--- src/sv/rmf_pkg.sv ---
// rmf_pkg: shared types and constants for the recursive mutex with fifo handoff
// no dependencies; imported by rmf_ram users and recursive_mutex_fifo_handoff
`timescale 1ns / 1ps
`default_nettype none

package rmf_pkg;

    localparam int TASKS_DEF      = 64;
    localparam int COUNT_BITS_DEF = 8;
    localparam int TASK_W         = 6;
    localparam int STATUS_W       = 4;
    localparam int HOLD_W         = 8;

    typedef enum logic [STATUS_W-1:0] {
        ST_ACQUIRED   = 4'd0,
        ST_NESTED     = 4'd1,
        ST_QUEUED     = 4'd2,
        ST_QUEUE_FULL = 4'd3,
        ST_SATURATED  = 4'd4,
        ST_PARTIAL    = 4'd5,
        ST_FREED      = 4'd6,
        ST_HANDOFF    = 4'd7,
        ST_NOT_OWNER  = 4'd8
    } t_status;

    localparam logic KIND_LOCK   = 1'b0;
    localparam logic KIND_UNLOCK = 1'b1;

endpackage

`default_nettype wire

--- src/sv/rmf_ram.sv ---
// rmf_ram: generic single write port, single read port ram with registered read
// no dependencies; read returns the old contents on a same-address write
`timescale 1ns / 1ps
`default_nettype none

module rmf_ram #(
    parameter int WIDTH = 6,
    parameter int DEPTH = 64
) (
    input  wire logic                     i_clk,
    input  wire logic                     i_wr_en,
    input  wire logic [$clog2(DEPTH)-1:0] i_wr_addr,
    input  wire logic [WIDTH-1:0]         i_wr_data,
    input  wire logic [$clog2(DEPTH)-1:0] i_rd_addr,
    output logic      [WIDTH-1:0]         o_rd_data
);

    logic [WIDTH-1:0] r_mem [DEPTH];

    always_ff @(posedge i_clk) begin
        if (i_wr_en) begin
            r_mem[i_wr_addr] <= i_wr_data;
        end
        o_rd_data <= r_mem[i_rd_addr];
    end

endmodule

`default_nettype wire

--- src/sv/recursive_mutex_fifo_handoff.sv ---
// an accepted item is captured in the input register, then its result is registered and strobed on o_strobe
// throughput: one item per cycle, busy stays low; the receiver cannot stall
// the wait queue head is prefetched from the ram so a handoff does not wait for a ram read
// reset: synchronous active low; lock free, queue empty, no result pending
// the wait queue ram needs no clearing pass, entries are read only after written
// depends on rmf_pkg and rmf_ram
`timescale 1ns / 1ps
`default_nettype none

module recursive_mutex_fifo_handoff #(
    parameter int TASKS      = rmf_pkg::TASKS_DEF,
    parameter int COUNT_BITS = rmf_pkg::COUNT_BITS_DEF
) (
    input  wire logic                          i_clk,
    input  wire logic                          i_rst_n,
    input  wire logic                          start,
    output logic                               busy,
    input  wire logic                          i_kind,
    input  wire logic [rmf_pkg::TASK_W-1:0]    i_task_id,
    output logic                               o_strobe,
    output logic      [rmf_pkg::STATUS_W-1:0]  o_status,
    output logic                               o_woken_valid,
    output logic      [rmf_pkg::TASK_W-1:0]    o_woken_task,
    output logic                               o_owner_valid,
    output logic      [rmf_pkg::TASK_W-1:0]    o_owner_task,
    output logic      [rmf_pkg::HOLD_W-1:0]    o_hold_count
);

    import rmf_pkg::*;

    localparam int PTR_W  = $clog2(TASKS);
    localparam int FILL_W = $clog2(TASKS + 1);
    localparam logic [COUNT_BITS-1:0] COUNT_MAX  = {COUNT_BITS{1'b1}};
    localparam logic [PTR_W-1:0]      PTR_LAST   = PTR_W'(TASKS - 1);
    localparam logic [FILL_W-1:0]     FILL_FULL  = FILL_W'(TASKS);

    // input register
    logic              r_in_valid;
    logic              r_kind;
    logic [TASK_W-1:0] r_task;

    // lock state
    logic                  r_held,    n_held;
    logic [TASK_W-1:0]     r_owner,   n_owner;
    logic [COUNT_BITS-1:0] r_nesting, n_nesting;
    logic [PTR_W-1:0]      r_head,    n_head;
    logic [PTR_W-1:0]      r_tail,    n_tail;
    logic [FILL_W-1:0]     r_fill,    n_fill;

    // head prefetch bypass
    logic              r_byp_hit;
    logic [TASK_W-1:0] r_byp_data;
    logic [TASK_W-1:0] w_ram_rdata;
    logic [TASK_W-1:0] w_head_task;

    logic    w_wr_en;
    t_status n_status;
    logic    n_woken_valid;
    logic [TASK_W-1:0] n_woken_task;
    logic [31:0]       w_cnt_ext;

    assign busy        = 1'b0;
    assign w_head_task = r_byp_hit ? r_byp_data : w_ram_rdata;

    rmf_ram #(
        .WIDTH (TASK_W),
        .DEPTH (TASKS)
    ) u_wait_ram (
        .i_clk     (i_clk),
        .i_wr_en   (w_wr_en),
        .i_wr_addr (r_tail),
        .i_wr_data (r_task),
        .i_rd_addr (n_head),
        .o_rd_data (w_ram_rdata)
    );

    always_comb begin
        n_held        = r_held;
        n_owner       = r_owner;
        n_nesting     = r_nesting;
        n_head        = r_head;
        n_tail        = r_tail;
        n_fill        = r_fill;
        n_status      = ST_NOT_OWNER;
        n_woken_valid = 1'b0;
        n_woken_task  = '0;
        w_wr_en       = 1'b0;
        if (r_in_valid) begin
            if (r_kind == KIND_LOCK) begin
                if (!r_held) begin
                    n_held    = 1'b1;
                    n_owner   = r_task;
                    n_nesting = COUNT_BITS'(1);
                    n_status  = ST_ACQUIRED;
                end else if (r_owner == r_task) begin
                    if (r_nesting == COUNT_MAX) begin
                        n_status = ST_SATURATED;
                    end else begin
                        n_nesting = r_nesting + COUNT_BITS'(1);
                        n_status  = ST_NESTED;
                    end
                end else if (r_fill >= FILL_FULL) begin
                    n_status = ST_QUEUE_FULL;
                end else begin
                    w_wr_en  = 1'b1;
                    n_tail   = (r_tail == PTR_LAST) ? '0 : r_tail + PTR_W'(1);
                    n_fill   = r_fill + FILL_W'(1);
                    n_status = ST_QUEUED;
                end
            end else begin
                if (!r_held || r_owner != r_task) begin
                    n_status = ST_NOT_OWNER;
                end else if (r_nesting != COUNT_BITS'(1)) begin
                    n_nesting = r_nesting - COUNT_BITS'(1);
                    n_status  = ST_PARTIAL;
                end else if (r_fill != '0) begin
                    n_woken_valid = 1'b1;
                    n_woken_task  = w_head_task;
                    n_owner       = w_head_task;
                    n_nesting     = COUNT_BITS'(1);
                    n_head        = (r_head == PTR_LAST) ? '0 : r_head + PTR_W'(1);
                    n_fill        = r_fill - FILL_W'(1);
                    n_status      = ST_HANDOFF;
                end else begin
                    n_held    = 1'b0;
                    n_owner   = '0;
                    n_nesting = '0;
                    n_status  = ST_FREED;
                end
            end
        end
    end

    assign w_cnt_ext = 32'(n_nesting);

    always_ff @(posedge i_clk) begin
        if (!i_rst_n) begin
            r_in_valid <= 1'b0;
            r_held     <= 1'b0;
            r_owner    <= '0;
            r_nesting  <= '0;
            r_head     <= '0;
            r_tail     <= '0;
            r_fill     <= '0;
            r_byp_hit  <= 1'b0;
            o_strobe   <= 1'b0;
        end else begin
            r_in_valid <= start && !busy;
            r_held     <= n_held;
            r_owner    <= n_owner;
            r_nesting  <= n_nesting;
            r_head     <= n_head;
            r_tail     <= n_tail;
            r_fill     <= n_fill;
            r_byp_hit  <= w_wr_en && (r_tail == n_head);
            o_strobe   <= r_in_valid;
        end
        r_kind        <= i_kind;
        r_task        <= i_task_id;
        r_byp_data    <= r_task;
        o_status      <= n_status;
        o_woken_valid <= n_woken_valid;
        o_woken_task  <= n_woken_task;
        o_owner_valid <= n_held;
        o_owner_task  <= n_owner;
        o_hold_count  <= w_cnt_ext[HOLD_W-1:0];
    end

`ifndef SYNTH
    a_fill_bound: assert property (@(posedge i_clk) disable iff (!i_rst_n)
        r_fill <= FILL_FULL)
        else $error("wait queue fill above depth");

    a_held_count: assert property (@(posedge i_clk) disable iff (!i_rst_n)
        r_held |-> (r_nesting != '0))
        else $error("lock held with zero nesting count");

    a_free_owner: assert property (@(posedge i_clk) disable iff (!i_rst_n)
        !r_held |-> (r_owner == '0 && r_nesting == '0))
        else $error("free lock keeps owner or count");

    a_result_follows: assert property (@(posedge i_clk) disable iff (!i_rst_n)
        (start && !busy) |-> ##2 o_strobe)
        else $error("accepted item produced no result");

    a_woken_handoff: assert property (@(posedge i_clk) disable iff (!i_rst_n)
        (o_strobe && o_woken_valid) |-> (o_status == ST_HANDOFF && o_owner_valid
            && o_owner_task == o_woken_task))
        else $error("woken task without handoff");
`endif

endmodule

`default_nettype wire

--- config.mk ---
export PLATFORM = sky130hd
export DESIGN_NAME = recursive_mutex_fifo_handoff
export DESIGN_NICKNAME = d
export VERILOG_FILES = /design/src/sv/rmf_pkg.sv /design/src/sv/rmf_ram.sv /design/src/sv/recursive_mutex_fifo_handoff.sv
export SDC_FILE = /design/constraint.sdc
export NUM_CORES = 1
export LEC_CHECK = 0
export BUFFER_PORTS_ARGS = -buffer_cell sky130_fd_sc_hd__buf_2
export CAP_MARGIN = 0
export CORE_UTILIZATION = 40
export DETAILED_ROUTE_END_ITERATION = 8
export PLACE_DENSITY = 0.57
export SYNTH_ARGS = -nofsm -noshare
export SYNTH_HDL_FRONTEND = slang
export SYNTH_SLANG_ARGS = --single-unit
--- constraint.sdc ---
create_clock -name i_clk -period 9.19 [get_ports i_clk]
set_input_delay 1.838 -clock i_clk [delete_from_list [all_inputs] [get_ports i_clk]]
set_output_delay 1.838 -clock i_clk [all_outputs]
set_load 0.005 [all_outputs]
**Yosys cells after proc, flatten, opt, wreduce, memory -nomap -nowiden**

Memory sizes are Yosys's and may differ from the RTL's. A register that Yosys moved wholly into a read port is not among the register bits.
Index checks and enable logic that the tools add are counted.

- Register bits after elaboration: 76
- Bits in latches: 0
- Bits in writable memories: 384
- Memory bits (read-only): 0
- Bits of input ports: 10
- Output and inout port bits: 28
- Logic and storage cells: 100
- Memories: 1

Memories:

| memory | words | width | rd ports | clocked after Yosys merged registers in | write ports | line | RTL |
|---|---|---|---|---|---|---|---|
| u_wait_ram.r_mem | 64 | 6 | 1 | 1 | 1 | rmf_ram.sv:18 | `logic [WIDTH-1:0] r_mem [DEPTH];` |

- $add $sub $neg: 6
- Multiply operators: 0
- Div/mod/pow operators: 0
- Order comparisons: 1
- Equality and inequality tests: 12
- Shift-type cells: 0
- Muxes and demuxes: 50
- Bitwise logic cells: 4
- Reduce and logical (&&, ||, !) cells: 8

Operators by type and width:

| kind | number |
|---|---|
| $mux W6 | 14 |
| $mux W8 | 7 |
| $mux W7 | 7 |
| $mux W1 | 16 |
| $mux W4 | 4 |
| $add A6 B1 Y6 const B | 2 |
| $eq A6 B6 Y1 | 2 |
| $eq A6 B6 Y1 const B | 2 |
| $add A8 B1 Y8 const B | 1 |
| $eq A8 B8 Y1 const B | 1 |
| $ne A2 B2 Y1 const B | 4 |
| $ne A8 B1 Y1 const B | 1 |
| $sub A8 B1 Y8 const B | 1 |
| $add A7 B1 Y7 const B | 1 |
| $ge A7 B7 Y1 const B | 1 |
| $reduce_and A7 Y1 | 1 |
| $reduce_bool A7 Y1 | 1 |
| $sub A7 B1 Y7 const B | 1 |
| $ne A6 B6 Y1 | 1 |
| $reduce_and A5 Y1 | 1 |
| $not A1 Y1 | 4 |
| $reduce_or A4 Y1 | 1 |
| $mux W3 | 1 |
| $mux W2 | 1 |
| other kinds (5) | 5 |

**Longest topological paths before layout**

Gate-level depths: netlist of the first run.

- Depth after elaboration: 9
- Depth in mapped cells: 15
- Gate-level depth less buffers: 11

**Cells and area by module**

From an unflattened synthesis of the first run, not the netlist that was laid out.

- Cell total of the unflattened synthesis: 1,107
- Area total of the unflattened synthesis: 18,810.5 um^2

Modules (own cells, without submodules):

| module | instances | cells an instance | area an instance (um^2) | seq. area each (um^2) |
|---|---|---|---|---|
| rmf_ram | 1 | 720 | 15,225.9 | 11,651.2 |
| recursive_mutex_fifo_handoff | 1 | 387 | 3,584.7 | 1,521.5 |

**Worst setup path after synthesis of the first run**

OpenSTA, ideal clock, no wires.

- Path type: flip-flop to flip-flop
- From: reg r_task[4]
- To: reg u_wait_ram.o_rd_data[4], read port of u_wait_ram.r_mem
- Setup time: 0.146 ns
- Arrival: 3.581 ns
- Data required time: 9.044 ns
- Path slack: 5.463 ns
- Stages on the path, launching flop included: 12
- Path buffers: 4
- Clock period less this slack: 3.727 ns
- Cell sequence: dfxtp_1 xor2_1 or4_1 buf_4 o31a_1 nor2_8 buf_6 buf_4 buf_4 a211oi_1 o311ai_0 o211ai_1

- Cells in the longest elaborated chain, start to end: 5

RTL lines:

| item | line | RTL |
|---|---|---|
| from (decl) | recursive_mutex_fifo_handoff.sv:40 | `logic [TASK_W-1:0] r_task;` |
| from (signal assigned) | recursive_mutex_fifo_handoff.sv:159 | `r_task <= i_task_id;` |
| $ne A6 B6 Y1 | recursive_mutex_fifo_handoff.sv:111 | `if (!r_held \|\| r_owner != r_task) begin` |
| $logic_or A1 B1 Y1 | recursive_mutex_fifo_handoff.sv:111 |  |
| $mux W6 | recursive_mutex_fifo_handoff.sv:111 |  |
| $mux W6 | recursive_mutex_fifo_handoff.sv:89 | `if (r_kind == KIND_LOCK) begin` |
| $mux W6 | recursive_mutex_fifo_handoff.sv:88 | `if (r_in_valid) begin` |
| to (decl) | rmf_ram.sv:15 | `output logic [WIDTH-1:0] o_rd_data` |

No other way between the ends.
A chain may end at the register's enable or synchronous reset.

**Final worst setup path of the first run**

- From: reg r_task[3]
- To: mem u_wait_ram.r_mem[47][5] (enable)

- Cells in the longest elaborated chain, start to end: 7

RTL lines:

| item | line | RTL |
|---|---|---|
| $eq A6 B6 Y1 | recursive_mutex_fifo_handoff.sv:95 | `end else if (r_owner == r_task) begin` |
| $mux W1 | recursive_mutex_fifo_handoff.sv:95 |  |
| $mux W1 | recursive_mutex_fifo_handoff.sv:90 | `if (!r_held) begin` |
| $mux W1 | recursive_mutex_fifo_handoff.sv:89 |  |
| $mux W1 | recursive_mutex_fifo_handoff.sv:88 |  |
| $mux W1 | rmf_ram.sv:21 | `if (i_wr_en) begin` |
| $mux W1 (not written as such) | rmf_ram.sv:22 | `r_mem[i_wr_addr] <= i_wr_data;` |
| to (decl) | rmf_ram.sv:18 |  |

No other way between the ends.

==> metrics, run 1 <==
antenna violations before repair 0; post-route ant nets 0; H-tree depth 2; LEAKAGE 7.55 nW; RSZ-0062 raised after global routing no; vias in the first global route 11,820; maxcap violations 0; Slew Viols, Final 0; Skew-Pair Late Insertion Delay 590 ps; drc violations 0; antenna fix cells 0; EDFF count, synth 384; post-synthesis compound-gate area fraction 6.93%; Final setup violation count 0; Final nets 1,565; register area share after synthesis 68.5%; Post-Syn Nets 1,549; Max Root-Sink Buffers 3; worst flop-to-flop path startpoint r_task[3]$_DFF_P_; HP Class reg -> reg; largest net degree at the start of global routing 104; clk root buf clkbuf_16; Critical Path Start Type flop; nature of the critical path endpoint flop; Yosys cell types 87; Worst EP required 9410 ps; Post-synth top cells edfxtp_1 (384), nand2_1 (291), nand3_1 (155); final worst slack 4300 ps; Post-Synth Adder-Cell Area 0.755%; core region area 47,000 µm²; fraction of layout cells with a size suffix above 1 10.2%; syn avg cell area 12.6 µm²; Async SR Flop Fraction 0%; GRT Resource Usage Total 20.2%; gpl congestion 0.826; hold_sp r_fill[2]$_SDFFE_PN0P_; arrival time worst endpoint 5110 ps; clk sinks 466; Num CTS Buffers 49; R2R cell count 7; slew margin rel. 25.6%; Tmin final 4890 ps; post-place setup slack 4330 ps; Post-Syn Area 19,200 µm²; flop-to-flop setup slack 4300 ps; Slew @ Worst Pin 1110 ps; top post-synthesis cells by area edfxtp_1 (60%), dfxtp_1 (8.5%), nand2_1 (5.7%); largest family of logic cells by synthesized area simple AND/OR/NAND/NOR gates; total routed wirelength 49.2 mm; pwr dens 203 nW/µm²; Final TNS setup 0 ps; Post-Syn Instances 1,528; die area 48,900 µm²; CTS Hold Buffers Added 0; synth-to-layout area growth 11.9%; vias per cell 5.55; Yosys top cell by area edfxtp_1; Clock Skew 15.7 ps; Core Rows 79; first-pass GRT wire length 74.4 mm; top cell type's share of synthesized area 60.0%; Primary FF master, synth edfxtp_1; status finished clean; number of top-level pins 38; routed vias 12,158; Resize count post-CTS 0; overall die height 221 µm; yosys warns 0; Seq cells post-synth 466; Post-CTS Setup Repair Bufs 0; Port-buffer cells 36; global route total overflow 0; Max rail drop VDD 0.000119 V; CTS tree built; multiplexer share of the synthesized area 3.46%; Final Cycle Share 53.2%; Post-Synth Simple-Gate Area 16.2%; Fmax 0.204 GHz; placed wire-length estimate 30.6 mm; critical path class reg -> reg; R2R Path End u_wait_ram.r_mem[47][5]$_DFFE_PP_; Iter 0 DRT Violations 1,021; critical path peak fanout 67; first drt pass iteration count 8; xor/xnor share of the synthesized area 1.39%; WHS Path Cells 2; clk slew on worst S/H paths 60 ps; WL/cell 22.5 µm; Fin. Hold Viols 0; top-count cell post-synth edfxtp_1; Die Wd 221 µm; Starting Density 40.9%; hold worst-path end r_fill[2]$_SDFFE_PN0P_
==> stage by stage <==
step                power, W  area, µm²  utilization (%)  hold WS [ps]  instances
floorplan            0.00238      19200                -           476       1528
global placement     0.00241      19900             42.3           501       2100
detailed placement   0.00241      19900             42.3           512       2100
CTS                  0.00441      21500             45.8           535       2192
global route         0.00449      21500             45.8           575       2192
finish               0.00437      21500             45.8           527       2192
==> report_power, final <==
group | internal [W] | switching, W | leakage, nW
sequential | 0.00229 | 0.00000815 | 4.12
clock | 0.00120 | 0.000803 | 0.806
combinational | 0.0000158 | 0.0000524 | 2.62
==> cell type report <==
class | count | area [µm²]
clock buffers | 69 | 1400
clock inverters | 23 | 233
fillers | 4192 | 25400
inverters | 14 | 52.6
multi-input cells | 957 | 5550
flip-flops and latches | 466 | 13200
well taps | 607 | 759
repair buffers | 56 | 343
==> state kept, by name (all words and copies together), names as in the netlist <==
signal / cells
u_wait_ram.r_mem: 384
o_hold_count: 8
r_nesting: 8
r_fill: 7
o_owner_task: 6
o_woken_task: 6
r_byp_data: 6
r_head: 6
r_owner: 6
r_tail: 6
r_task: 6
u_wait_ram.o_rd_data: 6
o_status: 4
o_owner_valid: 1
o_strobe: 1
o_woken_valid: 1
r_byp_hit: 1
r_held: 1
r_in_valid: 1
r_kind: 1
==> cells in the final DEF (no fill, tap or decap), types with 10 or more instances in the layout <==
cell type / Yosys / routed
nand3_1: 155 / 155
mux2i_1: 63 / 63
o21ai_0: 15 / 15
dfxtp_1: 82 / 76
clkbuf_1: 36 / 12
nor4_1: 12 / 12
buf_2: 24 / 36
a21oi_1: 49 / 49
nor3_1: 10 / 10
and2_1: 21 / 21
xor2_1: 12 / 12
clkbuf_16: 0 / 51
clkinv_1: 1 / 10
nand4_1: 11 / 11
ha_1: 10 / 10
edfxtp_1: 384 / 384
and3_1: 12 / 12
buf_4: 14 / 19
nand2_1: 291 / 290
inv_1: 13 / 13
nor2_1: 115 / 115
xnor2_1: 13 / 13
==> layer usage <==
metal  global-route usage (%)  wire length, µm  part of all wire [%]
met1                     28.1            22100                    45
met2                     31.6            22700                    46
met3                     3.08             2680                   5.4
met4                     8.39             1740                   3.5
met5                        0                0                     0
==> logic make-up after synthesis <==
kind of cell / count (synthesis)
adder cells (fa/ha/maj): 11
other: 1
multiplexers: 66
XOR/XNOR: 28
buffers and inverters: 105
flip-flops: 466
AO/OA/AOI/OAI: 179
AND/OR/NAND/NOR: 672
==> worst max-delay path: stages, from the launching register on <==
cell and delay (ps):
dfxtp_2 310, buf_4 570, xor2_1 320, or4_1 450, nor3_1 140, nor3_1 900, nand4_1 1020, nor2_1 780
==> worst max path at each step <==
stage | from | end
6_report | r_task[3]$_DFF_P_ | u_wait_ram.r_mem[47][5]$_DFFE_PP_
5_1_grt | r_task[3]$_DFF_P_ | u_wait_ram.r_mem[47][5]$_DFFE_PP_
4_1_cts | r_task[3]$_DFF_P_ | u_wait_ram.r_mem[23][0]$_DFFE_PP_
3_5_place_dp | r_task[3]$_DFF_P_ | u_wait_ram.r_mem[23][0]$_DFFE_PP_
3_3_place_gp | r_task[3]$_DFF_P_ | u_wait_ram.r_mem[23][4]$_DFFE_PP_
2_1_floorplan | r_task[4]$_DFF_P_ | u_wait_ram.o_rd_data[4]$_DFF_P_
Note: power is estimated with default switching activity, not from simulation.
==> inputs of run 2 (changes only) <==
- clock period: 9.19 -> 4.6 ns (I/O delays scaled with it)
==> metrics, run 2 (synthesis gave the netlist of run 1 again) <==
Skew-Pair Late Insertion Delay 600 ps; synth-to-layout area growth 12.6%; switching share of power 20.3%; overall die height 221 µm; Core Rows 79; Biggest register u_wait_ram.r_mem; Post-DP Area 20,000 µm²; Fmax 0.252 GHz; first-pass GRT wire length 77.2 mm; Final Util 46.1%; P_int 0.00695 W; largest net degree at the start of global routing 67; Slew Viols, Final 0; global route total overflow 0; slew margin rel. 19.0%; WL/cell 23.0 µm; GRT Resource Usage Total 20.9%; Final nets 1,576; Final Cycle Share 86.1%; Non-Filler Instances 2,201; CTS tree built; most common cell after layout, fill and taps aside edfxtp_1; Port-buffer cells 36; met1 usage 29.0%; fraction of layout cells with a size suffix above 1 11.0%; total routed wirelength 50.7 mm; clk slew on worst S/H paths 70 ps; status finished clean; grt met3 use 4.06%; final hold slack 428 ps; Post-CTS Setup Repair Bufs 0; Comb power frac 1.6%; antenna violations before repair 3; FF/Latch Area 13,200 µm²; RSZ-0062 raised after global routing no; Resize count post-CTS 0; Seq pwr share 52.6%; Starting Density 40.9%; critical path class reg -> reg; clk root buf clkbuf_16; gr busiest metal met2; Max Root-Sink Buffers 3; Die Wd 221 µm; CTS Hold Buffers Added 0; routed vias 12,341; maxcap violations 0; clk sinks 466; clock network power share 45.8%; met2 usage 32.4%; Largest regs u_wait_ram.r_mem: 384 flops, o_hold_count: 8 flops, r_nesting: 8 flops; R2R Path End u_wait_ram.o_rd_data[4]$_DFF_P_; filler instances 4,211; Slew @ Worst Pin 1210 ps; flop-to-flop setup slack 640 ps; pwr dens 403 nW/µm²; HP Class in -> reg; first drt pass iteration count 7; Num CTS Buffers 48; hold_sp i_task_id[1]; Final setup violation count 0; Clock Skew 21.3 ps; Fin. Hold Viols 0; post-route ant nets 0; Iter 0 DRT Violations 1,233; NetSw 0.00177 W; worst flop-to-flop path startpoint r_in_valid$_SDFF_PN0_; Worst EP required 5120 ps; Final Instance Area 21,600 µm²; die area 48,900 µm²; drc violations 0; multi-input logic area 5550 µm²; nature of the critical path endpoint flop; vias in the first global route 12,182; Inst Count DP 2,112; LEAKAGE 7.62 nW; H-tree depth 2; Max rail drop VDD 0.000233 V; number of top-level pins 38; most frequent cells in the layout edfxtp_1 (384), nand2_1 (290), nand3_1 (155); arrival time worst endpoint 4480 ps; critical path peak fanout 35; Critical Path Start Type flop; Largest register FFs 384; hold worst-path end r_task[1]$_DFF_P_; Final TNS setup 0 ps; R2R cell count 10; core region area 47,000 µm²; placed wire-length estimate 32.2 mm; WHS Path Cells 1; gpl congestion 0.894; Tmin final 3960 ps; vias per cell 5.61
-- run 2: cell types whose count changed in the layout (fill, tap and decap cells not counted), sizes merged --
cell	previous run	this run
buf	56	68
inv	14	16
clkinv	18	25
clkbuf	69	54
bufinv	5	6
clkinvlp	0	1
diode	0	1
-- run 2: per-layer routing --
| metal | share of wire [%] | vias to the layer above | wire length (µm) |
|---|---|---|---|
| li1 | - | 5674 | - |
| met1 | 44 | 6109 | 22400 |
| met2 | 46 | 462 | 23200 |
| met3 | 7.1 | 96 | 3580 |
| met4 | 3.1 | 0 | 1560 |
| met5 | 0 | - | 0 |
-- run 2: cell type report --
type,instances,area share [%]
Sequential cell,466,60.9
Multi-Input combinational cell,957,25.6
Clock buffer,54,5.94
Tap cell,607,3.51
Timing Repair Buffer,68,2.23
Clock inverter,34,1.52
Inverter,14,0.243
Antenna cell,1,0.0116
-- run 2: power groups by stage --
stage	clock network [W]	registers, W	logic (W)
2_1_floorplan	0	0.00470	0.0000472
3_3_place_gp	0	0.00468	0.000143
3_5_place_dp	0	0.00468	0.000145
4_1_cts	0.00406	0.00459	0.000145
5_1_grt	0.00421	0.00459	0.000155
6_report	0.00400	0.00459	0.000143
-- run 2: per-stage QoR --
stage / setup slack (ps) / total power, W
after floorplan: 873 / 0.00475
after global placement: 777 / 0.00482
after detailed placement: 669 / 0.00482
after CTS: 657 / 0.00879
after global routing: 287 / 0.00895
final: 638 / 0.00873
-- run 2: worst max-delay path by stage --
stage / from / cells after the start / endpoint
5_1_grt: r_in_valid$_SDFF_PN0_ / 8 / u_wait_ram.o_rd_data[1]$_DFF_P_
3_3_place_gp: r_task[1]$_DFF_P_ / 10 / u_wait_ram.o_rd_data[4]$_DFF_P_
3_5_place_dp: r_in_valid$_SDFF_PN0_ / 8 / u_wait_ram.o_rd_data[0]$_DFF_P_
4_1_cts: r_in_valid$_SDFF_PN0_ / 8 / u_wait_ram.o_rd_data[0]$_DFF_P_
2_1_floorplan: r_task[4]$_DFF_P_ / 11 / u_wait_ram.o_rd_data[4]$_DFF_P_
6_report: r_in_valid$_SDFF_PN0_ / 10 / u_wait_ram.o_rd_data[4]$_DFF_P_
-- run 2: critical path, stage by stage, from the launching register on --
cell and delay [ps]:
dfxtp_1 570, nand2_1 170, nor3_1 560, nand4_1 310, o21ai_4 930, buf_4 350, a21oi_1 60, a22o_1 280
nor3_1 290, o41ai_1 120, o211ai_1 210
